===== config.mk =====
export PLATFORM = sky130hd
export DESIGN_NAME = i2c_master_byte_engine
export DESIGN_NICKNAME = d
export VERILOG_FILES = /design/src/i2cmbe_pkg.sv /design/src/i2cmbe_front.sv /design/src/i2cmbe_back.sv /design/src/i2c_master_byte_engine.sv
export SDC_FILE = /design/constraint.sdc
export NUM_CORES = 1
export LEC_CHECK = 0
export ABC_AREA = 1
export BUFFER_PORTS_ARGS = -buffer_cell sky130_fd_sc_hd__buf_2
export CORE_MARGIN = 4
export CORE_UTILIZATION = 60
export CTS_CLUSTER_DIAMETER = 40
export DETAILED_ROUTE_END_ITERATION = 10
export PLACE_DENSITY = 0.91
export RECOVER_POWER = 100
export REMOVE_ABC_BUFFERS = 1
export SLEW_MARGIN = 15
export SYNTH_ARGS = -nofsm -noshare
export SYNTH_HDL_FRONTEND = slang
export SYNTH_SLANG_ARGS = --single-unit

===== constraint.sdc =====
create_clock -name i_clk -period 3.3 [get_ports i_clk]
set_clock_uncertainty 0.15 [all_clocks]
set_input_delay 0.495 -clock i_clk [delete_from_list [all_inputs] [get_ports i_clk]]
set_output_delay 0.495 -clock i_clk [all_outputs]
set_load 0.05 [all_outputs]

===== src/i2cmbe_pkg.sv =====
// i2cmbe_pkg: shared types and constants for the i2c master byte engine
`default_nettype none

package i2cmbe_pkg;

    // command codes as they arrive on the tick word
    typedef enum logic [2:0] {
        CMD_NONE  = 3'd0,
        CMD_START = 3'd1,
        CMD_STOP  = 3'd2,
        CMD_WRITE = 3'd3,
        CMD_READ  = 3'd4
    } t_cmd;

    typedef enum logic [1:0] {
        ST_OK       = 2'd0,
        ST_BUS_BUSY = 2'd1,
        ST_NO_ACK   = 2'd2
    } t_status;

    typedef enum logic [4:0] {
        PH_IDLE       = 5'd0,
        PH_ST_CHECK   = 5'd1,
        PH_ST_SCL     = 5'd2,
        PH_ST_END     = 5'd3,
        PH_SP_SDA     = 5'd4,
        PH_SP_SCL     = 5'd5,
        PH_SP_REL     = 5'd6,
        PH_SP_END     = 5'd7,
        PH_WR_SETUP   = 5'd8,
        PH_WR_HIGH    = 5'd9,
        PH_WR_LOW     = 5'd10,
        PH_WR_ACKSET  = 5'd11,
        PH_WR_ACKSAMP = 5'd12,
        PH_RD_PRE     = 5'd13,
        PH_RD_HIGH    = 5'd14,
        PH_RD_LOW     = 5'd15,
        PH_RD_ACKSET  = 5'd16,
        PH_RD_ACKHIGH = 5'd17,
        PH_RD_ACKLOW  = 5'd18
    } t_phase;

    localparam logic [15:0] DELAY_RESET   = 16'd45;
    localparam logic [3:0]  BITS_PER_BYTE = 4'd8;

    // one classified tick word as held in the queue
    typedef struct packed {
        t_cmd       cmd;
        logic [7:0] tx_byte;
        logic       send_nack;
        logic       sda_in;
    } t_tick;

    // head of the queue as seen by the sequencer
    typedef struct packed {
        logic  valid;
        t_tick tick;
    } t_q_head;

    // one result word
    typedef struct packed {
        logic       scl_out;
        logic       sda_out;
        logic       busy_res;
        logic       done_res;
        t_status    status;
        logic [7:0] rx_byte;
    } t_result;

endpackage

`default_nettype wire


===== src/i2cmbe_front.sv =====
// i2cmbe_front: tick word intake, command classification and two-entry queue
`default_nettype none

module i2cmbe_front (
    input  wire                  i_clk,
    input  wire                  i_rst_n,
    input  wire                  i_in_valid,
    output logic                 o_in_ready,
    input  wire  [2:0]           i_command,
    input  wire  [7:0]           i_tx_byte,
    input  wire                  i_send_nack,
    input  wire                  i_sda_in,
    input  wire                  i_pop,
    output i2cmbe_pkg::t_q_head  o_head
);

    i2cmbe_pkg::t_tick r_q0;
    i2cmbe_pkg::t_tick r_q1;
    logic [1:0]        r_cnt;
    i2cmbe_pkg::t_tick w_tick;
    logic              w_push;
    logic              w_pop;

    // unknown codes act as no command
    always_comb begin
        case (i_command)
            i2cmbe_pkg::CMD_START,
            i2cmbe_pkg::CMD_STOP,
            i2cmbe_pkg::CMD_WRITE,
            i2cmbe_pkg::CMD_READ: w_tick.cmd = i2cmbe_pkg::t_cmd'(i_command);
            default:              w_tick.cmd = i2cmbe_pkg::CMD_NONE;
        endcase
        w_tick.tx_byte   = i_tx_byte;
        w_tick.send_nack = i_send_nack;
        w_tick.sda_in    = i_sda_in;
    end

    assign o_in_ready = (r_cnt != 2'd2);
    assign w_push     = i_in_valid && o_in_ready;
    assign w_pop      = i_pop && (r_cnt != 2'd0);

    always_ff @(posedge i_clk) begin
        if (!i_rst_n) begin
            r_cnt <= 2'd0;
        end else begin
            case ({w_push, w_pop})
                2'b10:   r_cnt <= r_cnt + 2'd1;
                2'b01:   r_cnt <= r_cnt - 2'd1;
                default: r_cnt <= r_cnt;
            endcase
        end
    end

    always_ff @(posedge i_clk) begin
        if (w_pop && (r_cnt == 2'd2)) begin
            r_q0 <= r_q1;
        end else if (w_push && ((r_cnt == 2'd0) || w_pop)) begin
            r_q0 <= w_tick;
        end
        if (w_push && (r_cnt == 2'd1) && !w_pop) begin
            r_q1 <= w_tick;
        end
    end

    assign o_head.valid = (r_cnt != 2'd0);
    assign o_head.tick  = r_q0;

endmodule

`default_nettype wire


===== src/i2cmbe_back.sv =====
// i2cmbe_back: bit sequencer and result output register
`default_nettype none

module i2cmbe_back (
    input  wire                  i_clk,
    input  wire                  i_rst_n,
    input  i2cmbe_pkg::t_q_head  i_head,
    output logic                 o_pop,
    input  wire  [15:0]          i_delay_ticks,
    output logic                 o_out_valid,
    input  wire                  i_out_ready,
    output i2cmbe_pkg::t_result  o_result
);

    i2cmbe_pkg::t_phase  r_phase,  n_phase;
    logic [3:0]          r_bit,    n_bit;
    logic [7:0]          r_shift,  n_shift;
    logic [15:0]         r_wait,   n_wait;
    logic                r_scl,    n_scl;
    logic                r_sda,    n_sda;
    logic                r_nack,   n_nack;
    i2cmbe_pkg::t_status r_status, n_status;
    logic [7:0]          r_rx,     n_rx;
    logic                n_done;
    logic                r_out_valid;
    i2cmbe_pkg::t_result r_out;
    i2cmbe_pkg::t_result w_res;
    logic [15:0]         w_delay;
    logic                w_step;
    i2cmbe_pkg::t_tick   w_tick;

    assign w_delay = (i_delay_ticks == 16'd0) ? 16'd1 : i_delay_ticks;
    assign w_step  = i_head.valid && (!r_out_valid || i_out_ready);
    assign w_tick  = i_head.tick;
    assign o_pop   = w_step;

    always_ff @(posedge i_clk) begin
        if (!i_rst_n) begin
            r_phase  <= i2cmbe_pkg::PH_IDLE;
            r_bit    <= 4'd0;
            r_shift  <= 8'd0;
            r_wait   <= 16'd0;
            r_scl    <= 1'b1;
            r_sda    <= 1'b1;
            r_nack   <= 1'b0;
            r_status <= i2cmbe_pkg::ST_OK;
            r_rx     <= 8'd0;
        end else begin
            r_phase  <= n_phase;
            r_bit    <= n_bit;
            r_shift  <= n_shift;
            r_wait   <= n_wait;
            r_scl    <= n_scl;
            r_sda    <= n_sda;
            r_nack   <= n_nack;
            r_status <= n_status;
            r_rx     <= n_rx;
        end
    end

    always_comb begin
        n_phase  = r_phase;
        n_bit    = r_bit;
        n_shift  = r_shift;
        n_wait   = r_wait;
        n_scl    = r_scl;
        n_sda    = r_sda;
        n_nack   = r_nack;
        n_status = r_status;
        n_rx     = r_rx;
        n_done   = 1'b0;
        if (w_step) begin
            if (r_phase == i2cmbe_pkg::PH_IDLE) begin
                case (w_tick.cmd)
                    i2cmbe_pkg::CMD_START: begin
                        n_sda   = 1'b1;
                        n_scl   = 1'b1;
                        n_phase = i2cmbe_pkg::PH_ST_CHECK;
                        n_wait  = w_delay;
                    end
                    i2cmbe_pkg::CMD_STOP: begin
                        n_scl   = 1'b0;
                        n_phase = i2cmbe_pkg::PH_SP_SDA;
                        n_wait  = w_delay;
                    end
                    i2cmbe_pkg::CMD_WRITE: begin
                        n_shift = w_tick.tx_byte;
                        n_bit   = 4'd0;
                        n_sda   = w_tick.tx_byte[7];
                        n_phase = i2cmbe_pkg::PH_WR_SETUP;
                        n_wait  = w_delay;
                    end
                    i2cmbe_pkg::CMD_READ: begin
                        n_shift = 8'd0;
                        n_bit   = 4'd0;
                        n_nack  = w_tick.send_nack;
                        n_phase = i2cmbe_pkg::PH_RD_PRE;
                        n_wait  = w_delay;
                    end
                    default: begin
                        n_phase = r_phase;
                    end
                endcase
            end else if (r_wait > 16'd1) begin
                n_wait = r_wait - 16'd1;
            end else begin
                // end of a wait: next line change and the wait after it
                n_wait = w_delay;
                case (r_phase)
                    i2cmbe_pkg::PH_ST_CHECK: begin
                        if (!w_tick.sda_in) begin
                            n_phase  = i2cmbe_pkg::PH_IDLE;
                            n_wait   = 16'd0;
                            n_status = i2cmbe_pkg::ST_BUS_BUSY;
                            n_done   = 1'b1;
                        end else begin
                            n_sda   = 1'b0;
                            n_phase = i2cmbe_pkg::PH_ST_SCL;
                        end
                    end
                    i2cmbe_pkg::PH_ST_SCL: begin
                        n_scl   = 1'b0;
                        n_phase = i2cmbe_pkg::PH_ST_END;
                    end
                    i2cmbe_pkg::PH_SP_SDA: begin
                        n_sda   = 1'b0;
                        n_phase = i2cmbe_pkg::PH_SP_SCL;
                    end
                    i2cmbe_pkg::PH_SP_SCL: begin
                        n_scl   = 1'b1;
                        n_phase = i2cmbe_pkg::PH_SP_REL;
                    end
                    i2cmbe_pkg::PH_SP_REL: begin
                        n_sda   = 1'b1;
                        n_phase = i2cmbe_pkg::PH_SP_END;
                    end
                    i2cmbe_pkg::PH_ST_END,
                    i2cmbe_pkg::PH_SP_END: begin
                        n_phase  = i2cmbe_pkg::PH_IDLE;
                        n_wait   = 16'd0;
                        n_status = i2cmbe_pkg::ST_OK;
                        n_done   = 1'b1;
                    end
                    i2cmbe_pkg::PH_WR_SETUP: begin
                        n_scl   = 1'b1;
                        n_phase = i2cmbe_pkg::PH_WR_HIGH;
                    end
                    i2cmbe_pkg::PH_WR_HIGH: begin
                        n_scl   = 1'b0;
                        n_phase = i2cmbe_pkg::PH_WR_LOW;
                    end
                    i2cmbe_pkg::PH_WR_LOW: begin
                        n_shift = {r_shift[6:0], 1'b0};
                        n_bit   = r_bit + 4'd1;
                        if (n_bit < i2cmbe_pkg::BITS_PER_BYTE) begin
                            n_sda   = r_shift[6];
                            n_phase = i2cmbe_pkg::PH_WR_SETUP;
                        end else begin
                            n_sda   = 1'b1;
                            n_phase = i2cmbe_pkg::PH_WR_ACKSET;
                        end
                    end
                    i2cmbe_pkg::PH_WR_ACKSET: begin
                        n_scl   = 1'b1;
                        n_phase = i2cmbe_pkg::PH_WR_ACKSAMP;
                    end
                    i2cmbe_pkg::PH_WR_ACKSAMP: begin
                        // a nak leaves scl high
                        n_phase = i2cmbe_pkg::PH_IDLE;
                        n_wait  = 16'd0;
                        n_done  = 1'b1;
                        if (w_tick.sda_in) begin
                            n_status = i2cmbe_pkg::ST_NO_ACK;
                        end else begin
                            n_scl    = 1'b0;
                            n_status = i2cmbe_pkg::ST_OK;
                        end
                    end
                    i2cmbe_pkg::PH_RD_PRE: begin
                        n_scl   = 1'b1;
                        n_phase = i2cmbe_pkg::PH_RD_HIGH;
                    end
                    i2cmbe_pkg::PH_RD_HIGH: begin
                        n_shift = {r_shift[6:0], w_tick.sda_in};
                        n_scl   = 1'b0;
                        n_phase = i2cmbe_pkg::PH_RD_LOW;
                    end
                    i2cmbe_pkg::PH_RD_LOW: begin
                        n_bit = r_bit + 4'd1;
                        if (n_bit < i2cmbe_pkg::BITS_PER_BYTE) begin
                            n_scl   = 1'b1;
                            n_phase = i2cmbe_pkg::PH_RD_HIGH;
                        end else begin
                            n_sda   = r_nack;
                            n_phase = i2cmbe_pkg::PH_RD_ACKSET;
                        end
                    end
                    i2cmbe_pkg::PH_RD_ACKSET: begin
                        n_scl   = 1'b1;
                        n_phase = i2cmbe_pkg::PH_RD_ACKHIGH;
                    end
                    i2cmbe_pkg::PH_RD_ACKHIGH: begin
                        n_scl   = 1'b0;
                        n_phase = i2cmbe_pkg::PH_RD_ACKLOW;
                    end
                    i2cmbe_pkg::PH_RD_ACKLOW: begin
                        n_sda    = 1'b1;
                        n_rx     = r_shift;
                        n_phase  = i2cmbe_pkg::PH_IDLE;
                        n_wait   = 16'd0;
                        n_status = i2cmbe_pkg::ST_OK;
                        n_done   = 1'b1;
                    end
                    default: begin
                        n_phase = i2cmbe_pkg::PH_IDLE;
                        n_wait  = 16'd0;
                    end
                endcase
            end
        end
    end

    always_comb begin
        w_res.scl_out  = n_scl;
        w_res.sda_out  = n_sda;
        w_res.busy_res = (n_phase != i2cmbe_pkg::PH_IDLE);
        w_res.done_res = n_done;
        w_res.status   = n_status;
        w_res.rx_byte  = n_rx;
    end

    always_ff @(posedge i_clk) begin
        if (!i_rst_n) begin
            r_out_valid <= 1'b0;
        end else if (w_step) begin
            r_out_valid <= 1'b1;
        end else if (i_out_ready) begin
            r_out_valid <= 1'b0;
        end
    end

    always_ff @(posedge i_clk) begin
        if (w_step) begin
            r_out <= w_res;
        end
    end

    assign o_out_valid = r_out_valid;
    assign o_result    = r_out;

endmodule

`default_nettype wire


===== src/i2c_master_byte_engine.sv =====
// i2c_master_byte_engine: top level of the tick-driven i2c master byte engine
//
// usage:
//   - input channel (i_in_valid / o_in_ready): one word per base tick, with the
//     command, the byte to send, the ack choice for reads and the sampled sda
//   - output channel (o_out_valid / i_out_ready): exactly one result word per
//     input word, in order: scl and sda levels, busy, done pulse, status, rx byte
//   - config channel (i_cfg_valid / o_cfg_ready): writes delay_ticks, always
//     ready; write it only while no words are in flight
//   - throughput: one word per cycle sustained while each result is taken at
//     once; the sequencer does one tick of work per cycle unless stalled, and the
//     two-entry queue plus output register keep both sides streaming
//   - path: an accepted input word is written into the queue, and its result
//     word is then registered in the output register
//   - receiver stall: the result is held in the output register, the queue
//     absorbs two more words, then o_in_ready drops until the result is taken
//   - reset: queue and output register empty, lines released, phase idle,
//     status ok, rx byte zero, delay_ticks 45
`default_nettype none

module i2c_master_byte_engine (
    input  wire         i_clk,
    input  wire         i_rst_n,
    // tick words
    input  wire         i_in_valid,
    output logic        o_in_ready,
    input  wire  [2:0]  i_command,
    input  wire  [7:0]  i_tx_byte,
    input  wire         i_send_nack,
    input  wire         i_sda_in,
    // result words
    output logic        o_out_valid,
    input  wire         i_out_ready,
    output logic        o_scl_out,
    output logic        o_sda_out,
    output logic        o_busy_res,
    output logic        o_done_res,
    output logic [1:0]  o_status,
    output logic [7:0]  o_rx_byte,
    // delay_ticks write
    input  wire         i_cfg_valid,
    output logic        o_cfg_ready,
    input  wire  [15:0] i_cfg_data
);

    logic [15:0]         r_delay_ticks;
    i2cmbe_pkg::t_q_head w_head;
    logic                w_pop;
    i2cmbe_pkg::t_result w_result;

    // per-phase wait length, zero is treated as one by the sequencer
    assign o_cfg_ready = 1'b1;

    always_ff @(posedge i_clk) begin
        if (!i_rst_n) begin
            r_delay_ticks <= i2cmbe_pkg::DELAY_RESET;
        end else if (i_cfg_valid && o_cfg_ready) begin
            r_delay_ticks <= i_cfg_data;
        end
    end

    // intake and classification
    i2cmbe_front u_front (
        .i_clk       (i_clk),
        .i_rst_n     (i_rst_n),
        .i_in_valid  (i_in_valid),
        .o_in_ready  (o_in_ready),
        .i_command   (i_command),
        .i_tx_byte   (i_tx_byte),
        .i_send_nack (i_send_nack),
        .i_sda_in    (i_sda_in),
        .i_pop       (w_pop),
        .o_head      (w_head)
    );

    // bit sequencer, one queued tick per cycle unless the result output is stalled
    i2cmbe_back u_back (
        .i_clk         (i_clk),
        .i_rst_n       (i_rst_n),
        .i_head        (w_head),
        .o_pop         (w_pop),
        .i_delay_ticks (r_delay_ticks),
        .o_out_valid   (o_out_valid),
        .i_out_ready   (i_out_ready),
        .o_result      (w_result)
    );

    assign o_scl_out  = w_result.scl_out;
    assign o_sda_out  = w_result.sda_out;
    assign o_busy_res = w_result.busy_res;
    assign o_done_res = w_result.done_res;
    assign o_status   = w_result.status;
    assign o_rx_byte  = w_result.rx_byte;

endmodule

`default_nettype wire


==> results.txt, run 1 <==
----------------------------------------------------
[Run status]
  Status ... completed

[Routing]
  Number of DRC violations after detailed routing ... 0
  Count of TritonRoute iterations in the first routing pass ... 8
  Wire length reported by the detailed router ... 12.98 mm
  Vias per cell ... 5.805
  Antenna viol nets, final ... 0
  Top routing layer in use ... met4
  Detailed-route wire length on metal 1 ... roughly 5.3 mm
  Starting DRC count in detailed routing ... 583
  DR WL met2 ... 6.121 mm
  DR WL/cell ... 14.70 um
  Vias after detailed routing ... 5126
  Met3 WL post-DR ... 1.196 mm

[Floorplan]
  Num rows ... 34
  Die X ... 103.6 um
  Count of pins on the block boundary ... 51
  Core box area ... 8806 um2
  Die area ... 10730 um2
  Initial cell density of the core ... 62.25%
  Die Span Y ... around 100 um

[Timing]
  RSZ-0062 raised after global routing ... no
  Setup TNS Final ... 0 ps
  Fmax achieved ... 381.2 MHz
  Period Utilization, post-route ... approximately four fifths
  Number of failing setup endpoints in the final timing report ... 0
  Final max-slew violation count ... 0
  Final Critical Period ... 2623 ps
  Final Hold Fails ... 0
  Normalized max-slew margin ... 56.75%
  Actual transition at the worst max-transition pin ... 648.7 ps

[Logic synthesis]
  Largest cells by area after synthesis ... dfxtp_1 24%, edfxtp_1 22%, nand2_1 12%
  Share of Yosys cell area claimed by the top area cell type ... 23.74%
  Distinct cells, synth ... 42
  Mean instance size in the synthesized netlist ... 7.519 um2
  Synth warnings ... 0
  Post-synth top flop ... dfxtp_1
  Flop and latch count out of synthesis ... 105
  Number of enable flip-flop cells after synthesis ... 40
  Gate Count Post-Synth ... around 730
  Cell type with the largest total area after synthesis ... dfxtp_1
  Fraction of the yosys area taken by sequential cells ... between 40% and 50%
  Mapped cell area ... 5482 um2
  Proportion of register bits with asynchronous set or reset after synthesis ... 0%

[Placement]
  PortBufs ... 49
  Placed cell areas ... 5776 um2
  Placed Instances ... approximately 870
  Final estimated routing congestion in global placement ... 0.9892
  HPWL after detailed placement ... 9.525 mm

[CTS]
  Library cell used as clock root buffer ... clkbuf_8
  CTS Buffer Depth ... 2
  Count of cells resized by post-cts repair ... 0
  Buffers inserted by post-CTS timing repair ... 0
  Post-CTS clock slew at the launch and capture registers of the worst setup and hold paths ... 110 ps
  Number of clock sinks seen by CTS ... 105
  Number of H-tree levels ... 3
  CTS tree ... done
  Number of buffers added to fix hold violations after cts ... 0
  Number of buffers created by CTS ... 9
  Clock latency reported for the late side of the worst-skew pair ... approximately 360 ps

[Critical path]
  Worst setup path endpoint ... u_back.r_shift[1]$_SDFFE_PN0P_
  Worst-case register-to-register setup slack ... about 680 ps
  Crit path kind ... reg -> reg
  Arr. time, crit path ... 2720 ps
  Setup crit start ... u_back.r_wait[0]$_SDFFE_PN0P_
  Required time at the endpoint of the critical path ... 3400 ps
  Start of the worst register-to-register path ... u_back.r_wait[0]$_SDFFE_PN0P_
  Crit. End Element ... flip-flop
  R2R Path End ... u_back.r_shift[1]$_SDFFE_PN0P_
  Biggest fanout along the worst timing path ... 19
  Startpoint type of the worst setup path ... flip-flop
  Length in cells of the worst reg-to-reg path ... 9

[Min path]
  Worst Hold Class ... in -> reg

[Pwr]
  Fraction of power spent switching nets ... 50.84%
  Flop pwr share ... 32.3%
  Internal power ... between 3 and 4 mW
  Pwr per Cell Area ... 1062 nW/um2
  Post-layout total power ... 6.250 mW
  Sw Pwr ... 3.178 mW
  Proportion of power drawn by the clock network ... a little over an eighth
  Static Leakage ... between 2 and 3 nW
  Share of power burned in combinational logic ... 54.4%
  Max IR drop VDD ... 0.0007400 V

[Global routing]
  Pin count of the biggest net entering global routing ... 31
  Via count of the first global-routing pass ... about 4700
  Combined global-route utilization of all metal layers ... about 24%
  Final global-route overflow total ... 0
  Initial antenna violation count ... 0
  Wire length of the first global-routing pass ... 21.72 mm

[Final layout]
  Commonest non-fill, non-tap cell in the layout ... nand2_1
  Final standard cell area without fillers ... 5887 um2
  Highest-count cells in the layout ignoring fill and taps ... 173 x nand2_1, 93 x inv_1, 77 x nor2_1
  Number of cells in the finished layout apart from fillers ... 883
  Number of nets at the end of the flow ... 811
  Growth of design area from synthesis to finish ... 7.396%
  Share of layout cells above drive strength 1 ... 7.871%
  Number of antenna diodes ... 0

[Job]
  Number of max-cap violations ... 0

----------------------------------------------------
[synth_stat cells, types with 5 or more instances]
cell / number
buf_2: 9
clkbuf_1: 12
nand3b_1: 5
inv_1: 92
a21oi_1: 63
o21ai_0: 56
ha_1: 7
nand2_1: 171
dfxtp_1: 65
nor2_1: 76
nand4_1: 12
a211oi_2: 8
nand3_1: 54
nor3_1: 5
nor2_2: 6
edfxtp_1: 40
[logic make-up (layout without fill, tap and decap cells)]
group,after synthesis,count (layout),share of synthesized area (%)
simple gates,346,346,27.67
xor+xnor,7,7,1.118
fa+ha+maj,7,7,1.598
flops,105,105,45.65
buf+inv,121,167,8.970
other cells,1,1,0.06841
compound gates,142,142,14.93
[power groups by stage]
stage	Sequential, mW	Clock (mW)	Combinational, mW
after floorplan	2.23	0	2.32
after global placement	2.00	0	3.27
after detailed placement	2.03	0	3.38
after CTS	2.01	0.832	3.41
after global routing	2.04	0.891	3.79
final	2.02	0.831	3.40
[routing by layer]
metal,track usage [%],vias to the layer above
li1,-,2481
met1,30.91,2291
met2,40.42,308
met3,4.851,46
met4,9.022,0
met5,0,-
[cell type report]
type	instances	area, um2
Inverter	96	360.3
Fill cell	722	2919
Multi-Input combinational cell	503	2426
Clock inverter	7	87.58
Tap cell	108	135.1
Sequential cell	105	2502
Clock buffer	9	123.9
Timing Repair Buffer	55	251.5
[flip-flops by register name, summed over array words and instances (netlist names)]
name,flops
u_back.r_sda,1
u_back.r_rx,8
u_back.o_out_valid,1
r_delay_ticks,16
u_back.r_status,2
u_front.o_head,13
u_back.r_nack,1
u_back.r_bit,4
u_front.r_q1,13
u_back.r_phase,5
u_back.r_wait,16
u_back.o_result,14
u_front.r_cnt,2
u_back.r_scl,1
u_back.r_shift,8
[worst min path at each step]
stage,startpoint,end,cells after the start
floorplan,u_back.r_shift[7]$_SDFFE_PN0P_,u_back.r_shift[7]$_SDFFE_PN0P_,2
global placement,u_back.r_shift[7]$_SDFFE_PN0P_,u_back.r_shift[7]$_SDFFE_PN0P_,2
detailed placement,u_back.r_shift[7]$_SDFFE_PN0P_,u_back.r_shift[7]$_SDFFE_PN0P_,2
CTS,i_tx_byte[7],u_front.r_q1[9]$_DFFE_PP_,1
global route,i_tx_byte[7],u_front.r_q1[9]$_DFFE_PP_,1
finish,i_tx_byte[7],u_front.r_q1[9]$_DFFE_PP_,1
[per-stage QoR]
stage / worst slack [ps] / utilization, % / hold slack [ps]
after floorplan: 558.3 / - / 273.4
after detailed placement: 888.2 / 65.59 / 314.7
after global placement: 987.5 / 65.59 / 293.7
after global routing: 396.1 / 66.85 / 142.5
after CTS: 892.9 / 67.99 / 155.1
final: 676.9 / 66.85 / 164.0
[worst max-delay path, stage by stage, from the launching register on]
cell,delay [ps]
dfxtp_1,350
inv_1,110
ha_1,210
nand2_1,150
a21oi_1,170
nand2_1,210
nand2_2,350
nand3_1,420
o21ai_0,340
a21oi_1,60
(Power assumes the default switching activity.)
==> run 2: changes to the inputs <==
--- a/config.mk
+++ b/config.mk
@@ -5,10 +5,10 @@
 export SDC_FILE = /design/constraint.sdc
 export NUM_CORES = 1
 export LEC_CHECK = 0
-export ABC_AREA = 1
+export ABC_AREA = 0
 export BUFFER_PORTS_ARGS = -buffer_cell sky130_fd_sc_hd__buf_2
 export CORE_MARGIN = 4
-export CORE_UTILIZATION = 60
+export CORE_UTILIZATION = 59
 export CTS_CLUSTER_DIAMETER = 40
 export DETAILED_ROUTE_END_ITERATION = 10
 export PLACE_DENSITY = 0.91
==> constraint.sdc (replaced) <==
create_clock -name i_clk -period 2.75 [get_ports i_clk]
set_clock_uncertainty 0.15 [all_clocks]
set_input_delay 0.4125 -clock i_clk [delete_from_list [all_inputs] [get_ports i_clk]]
set_output_delay 0.4125 -clock i_clk [all_outputs]
set_load 0.05 [all_outputs]
==> results.txt, run 2 <==
----------------------------------------------------
[Floorplan]
  Count of pins on the block boundary ... 51 (unchanged)
  Die Span Y ... 102.2 um (-1.3%)
  Core box area ... 8678 um2 (-1.4%)
  Die area ... 10450 um2 (-2.6%)
  Initial cell density of the core ... 60.35% (-1.9 points)
  Die X ... 102.2 um (-1.3%)
  Num rows ... 34 (unchanged)

[Min path]
  Worst Hold Path Cells ... 1 (unchanged)
  Worst Hold Class ... in -> reg

[Routing]
  Vias per cell ... 6.287 (+8.3%)
  DR WL/cell ... 18.03 um (+23%)
  Count of TritonRoute iterations in the first routing pass ... 5 (-3)
  Wire length reported by the detailed router ... 13.02 mm (+0.29%)
  Number of DRC violations after detailed routing ... 0 (unchanged)
  Starting DRC count in detailed routing ... 512 (-12%)
  Vias after detailed routing ... 4539 (-11%)
  Antenna viol nets, final ... 0 (unchanged)

[Final layout]
  Number of nets at the end of the flow ... 650 (-20%)
  Commonest non-fill, non-tap cell in the layout ... nor2_1
  Highest-count cells in the layout ignoring fill and taps ... 70 x nor2_1, 64 x dfxtp_1, 46 x nand2_1
  Total area of multi-input combinational cells ... 2572 um2 (+6.0%)
  Fill cell instance count of the final layout ... 669 (-7.3%)
  Final standard cell area without fillers ... 5904 um2 (+0.30%)
  Share of layout cells above drive strength 1 ... 18.40% (+11 points)
  Number of cells in the finished layout apart from fillers ... 722 (-18%)
  Number of antenna diodes ... 0 (unchanged)
  Sequential Area ... 2504 um2 (about the same)
  Growth of design area from synthesis to finish ... 12.73%

[Logic synthesis]
  Mean instance size in the synthesized netlist ... 9.420 um2 (+25%)
  Fraction of the yosys area taken by sequential cells ... 47.78% (+2.1 points)
  Share of the synthesized area in compound gates (AO/OA/AOI/OAI) ... 13.98% (-0.95 points)
  Largest cells by area after synthesis ... dfxtp_1 25%, edfxtp_1 23%, nor2_1 5.2%
  Distinct cells, synth ... 65 (+55%)
  Parity-gate share of the synthesized area counting xor and xnor cells ... 2.676% (+1.6 points)
  Flop and latch count out of synthesis ... 105 (unchanged)
  Mapped cell area ... 5238 um2 (-4.5%)
  Proportion of synthesized area in mux cells ... 8.935% (+8.9 points)
  Number of enable flip-flop cells after synthesis ... 40 (unchanged)
  Post-synth top flop ... dfxtp_1
  Fraction of the mapped netlist area in adder cells ... 1.672% (+0.074 points)
  Most common cell in the netlist ... nor2_1
  Gate Count Post-Synth ... 556 (-24%)
  Cell type with the largest total area after synthesis ... dfxtp_1
  Share of synthesized cell area in and, or, nand and nor gates ... 21.29% (-6.4 points)
  Proportion of register bits with asynchronous set or reset after synthesis ... 0% (unchanged)
  Synth top cells by count ... 72 x nor2_1, 65 x dfxtp_1, 47 x nand2_1
  Share of Yosys cell area claimed by the top area cell type ... 24.84% (+1.1 points)
  Synth warnings ... 0 (unchanged)
  Largest family of logic cells by synthesized area ... simple AND/OR/NAND/NOR gates

[Critical path]
  Length in cells of the worst reg-to-reg path ... 6 (-3)
  Largest stage delay on the critical path ... 550 ps (+130 ps)
  Number of stages on the worst setup path ... 6 (-3)
  CP cell instances ... or4_4 -> nand2b_4 -> or3_4 -> or4_4 -> mux2_4 -> and2_1
  Startpoint type of the worst setup path ... flip-flop
  Most prevalent standard cell on the critical path ... or4_4
  Worst path buffer plus inverter count ... 0 (-1)
  Biggest fanout along the worst timing path ... 8 (-11)
  Kind of cell with the highest combined delay on the critical path ... simple AND/OR/NAND/NOR gates
  Crit. End Element ... flip-flop
  Arr. time, crit path ... 2830 ps (+110 ps)
  Highest-delay cell along the critical path ... or4_4
  Required time at the endpoint of the critical path ... 2880 ps (-520 ps)
  Crit path kind ... reg -> reg

[Run status]
  Status ... completed

[Timing]
  Crit path setup slack, layout ... 46.69 ps (-630.2 ps)
  Normalized max-slew margin ... 28.33% (-28 points)
  Actual transition at the worst max-transition pin ... 1075 ps (+426.4 ps)
  Number of failing setup endpoints in the final timing report ... 0 (unchanged)
  Fmax achieved ... 369.9 MHz (-3.0%)
  Final max-slew violation count ... 0 (unchanged)
  Final Hold Fails ... 0 (unchanged)
  Final Critical Period ... 2703 ps (+80.23 ps)
  RSZ-0062 raised after global routing ... yes
  Period Utilization, post-route ... 98.30% (+19 points)

[Pwr]
  Static Leakage ... 2.266 nW (-14%)
  Internal power ... 4.021 mW (+31%)
  Fraction of power spent switching nets ... 47.71% (-3.1 points)
  Flop pwr share ... 30.2% (-2.1 points)
  Sw Pwr ... 3.670 mW (+15%)
  Max IR drop VDD ... 0.0006626 V (-10%)
  Pwr per Cell Area ... 1303 nW/um2 (+23%)
  Share of power burned in combinational logic ... 56.3% (+1.9 points)
  Proportion of power drawn by the clock network ... 13.5% (+0.2 points)
  Post-layout total power ... 7.691 mW (+23%)

[CTS]
  Library cell used as clock root buffer ... clkbuf_8
  Number of H-tree levels ... 3 (unchanged)
  Number of buffers created by CTS ... 9 (unchanged)
  CTS tree ... done
  Clock latency reported for the late side of the worst-skew pair ... 380 ps (+20 ps)
  Number of buffers added to fix hold violations after cts ... 0 (unchanged)
  Post-CTS clock slew at the launch and capture registers of the worst setup and hold paths ... 110 ps (about the same)
  CTS Buffer Depth ... 2 (unchanged)
  Number of clock sinks seen by CTS ... 105 (unchanged)

[Placement]
  Final estimated routing congestion in global placement ... 0.9284 (-6.1%)
  Placed Instances ... 707 (-18%)
  PortBufs ... 49 (unchanged)
  HPWL after detailed placement ... 8.942 mm (-6.1%)
  Placed cell areas ... 5713 um2 (-1.1%)
  Worst slack, placed ... -14.58 ps (-902.8 ps)

[Global routing]
  Final global-route overflow total ... 0 (unchanged)
  Via count of the first global-routing pass ... 4325 (-8.8%)
  Combined global-route utilization of all metal layers ... 25.48% (+1.4 points)
  Initial antenna violation count ... 0 (unchanged)
  Pin count of the biggest net entering global routing ... 38 (+23%)
  Wire length of the first global-routing pass ... 21.10 mm (-2.9%)

[Job]
  Number of max-cap violations ... 0 (unchanged)

----------------------------------------------------
[run 2: timing repair]
action / CTS / global route
endpoints found under the setup margin: 16 / 34
resized for setup: 2 / 11
hold endpoints to repair: 0 / 0
setup buffers: 0 / 0
[run 2: power groups by stage]
stage | combinational, mW | sequential [mW] | clock [mW]
2_1_floorplan | 2.51 | 2.61 | 0
3_3_place_gp | 3.97 | 2.30 | 0
3_5_place_dp | 4.12 | 2.33 | 0
4_1_cts | 4.19 | 2.30 | 1.05
5_1_grt | 4.70 | 2.35 | 1.11
6_report | 4.33 | 2.32 | 1.04
[run 2: area by class of cell]
class	count	share of cell area, %
multi-input combinational	404	43.57
sequential	105	42.40
timing repair buffer	80	7.438
tap	108	2.289
clock buffer	9	2.098
clock inverter	7	1.632
inverter	9	0.5722
[run 2: kinds of logic after synthesis]
| family | Yosys count |
|---|---|
| simple gates | 224 |
| compound gates | 115 |
| flops | 105 |
| buf+inv | 47 |
| mux | 41 |
| xor+xnor | 16 |
| fa+ha+maj | 7 |
| other cells | 1 |
[run 2: worst paths after layout]
| check | start | endpoint | slack [ps] |
|---|---|---|---|
| min reg2reg | u_back.r_wait[15]$_SDFFE_PN0P_ | u_back.r_wait[15]$_SDFFE_PN0P_ | 350 |
| max | u_back.r_wait[8]$_SDFFE_PN0P_ | u_back.r_rx[6]$_SDFF_PN0_ | 50 |
| max reg2reg | u_back.r_wait[8]$_SDFFE_PN0P_ | u_back.r_rx[6]$_SDFF_PN0_ | 50 |
| min | i_tx_byte[1] | u_front.r_q1[3]$_DFFE_PP_ | 60 |
[run 2: layer usage]
| metal | share of wire, % | wire length, um | GRT usage, % |
|---|---|---|---|
| met1 | 42 | 5454 | 34.23 |
| met2 | 48 | 6277 | 40.93 |
| met3 | 7.3 | 952 | 4.915 |
| met4 | 2.6 | 335 | 9.788 |
| met5 | 0 | 0 | 0 |
[run 2: through the flow]
| stage | hold WS [ps] | util [%] | TNS (ps) |
|---|---|---|---|
| 2_1_floorplan | 292.2 | - | -3544 |
| 3_3_place_gp | 308.8 | 65.83 | 0 |
| 3_5_place_dp | 327.8 | 65.83 | -68.75 |
| 4_1_cts | 51.04 | 68.45 | 0 |
| 5_1_grt | 42.93 | 68.04 | -74.70 |
| 6_report | 59.48 | 68.04 | 0 |
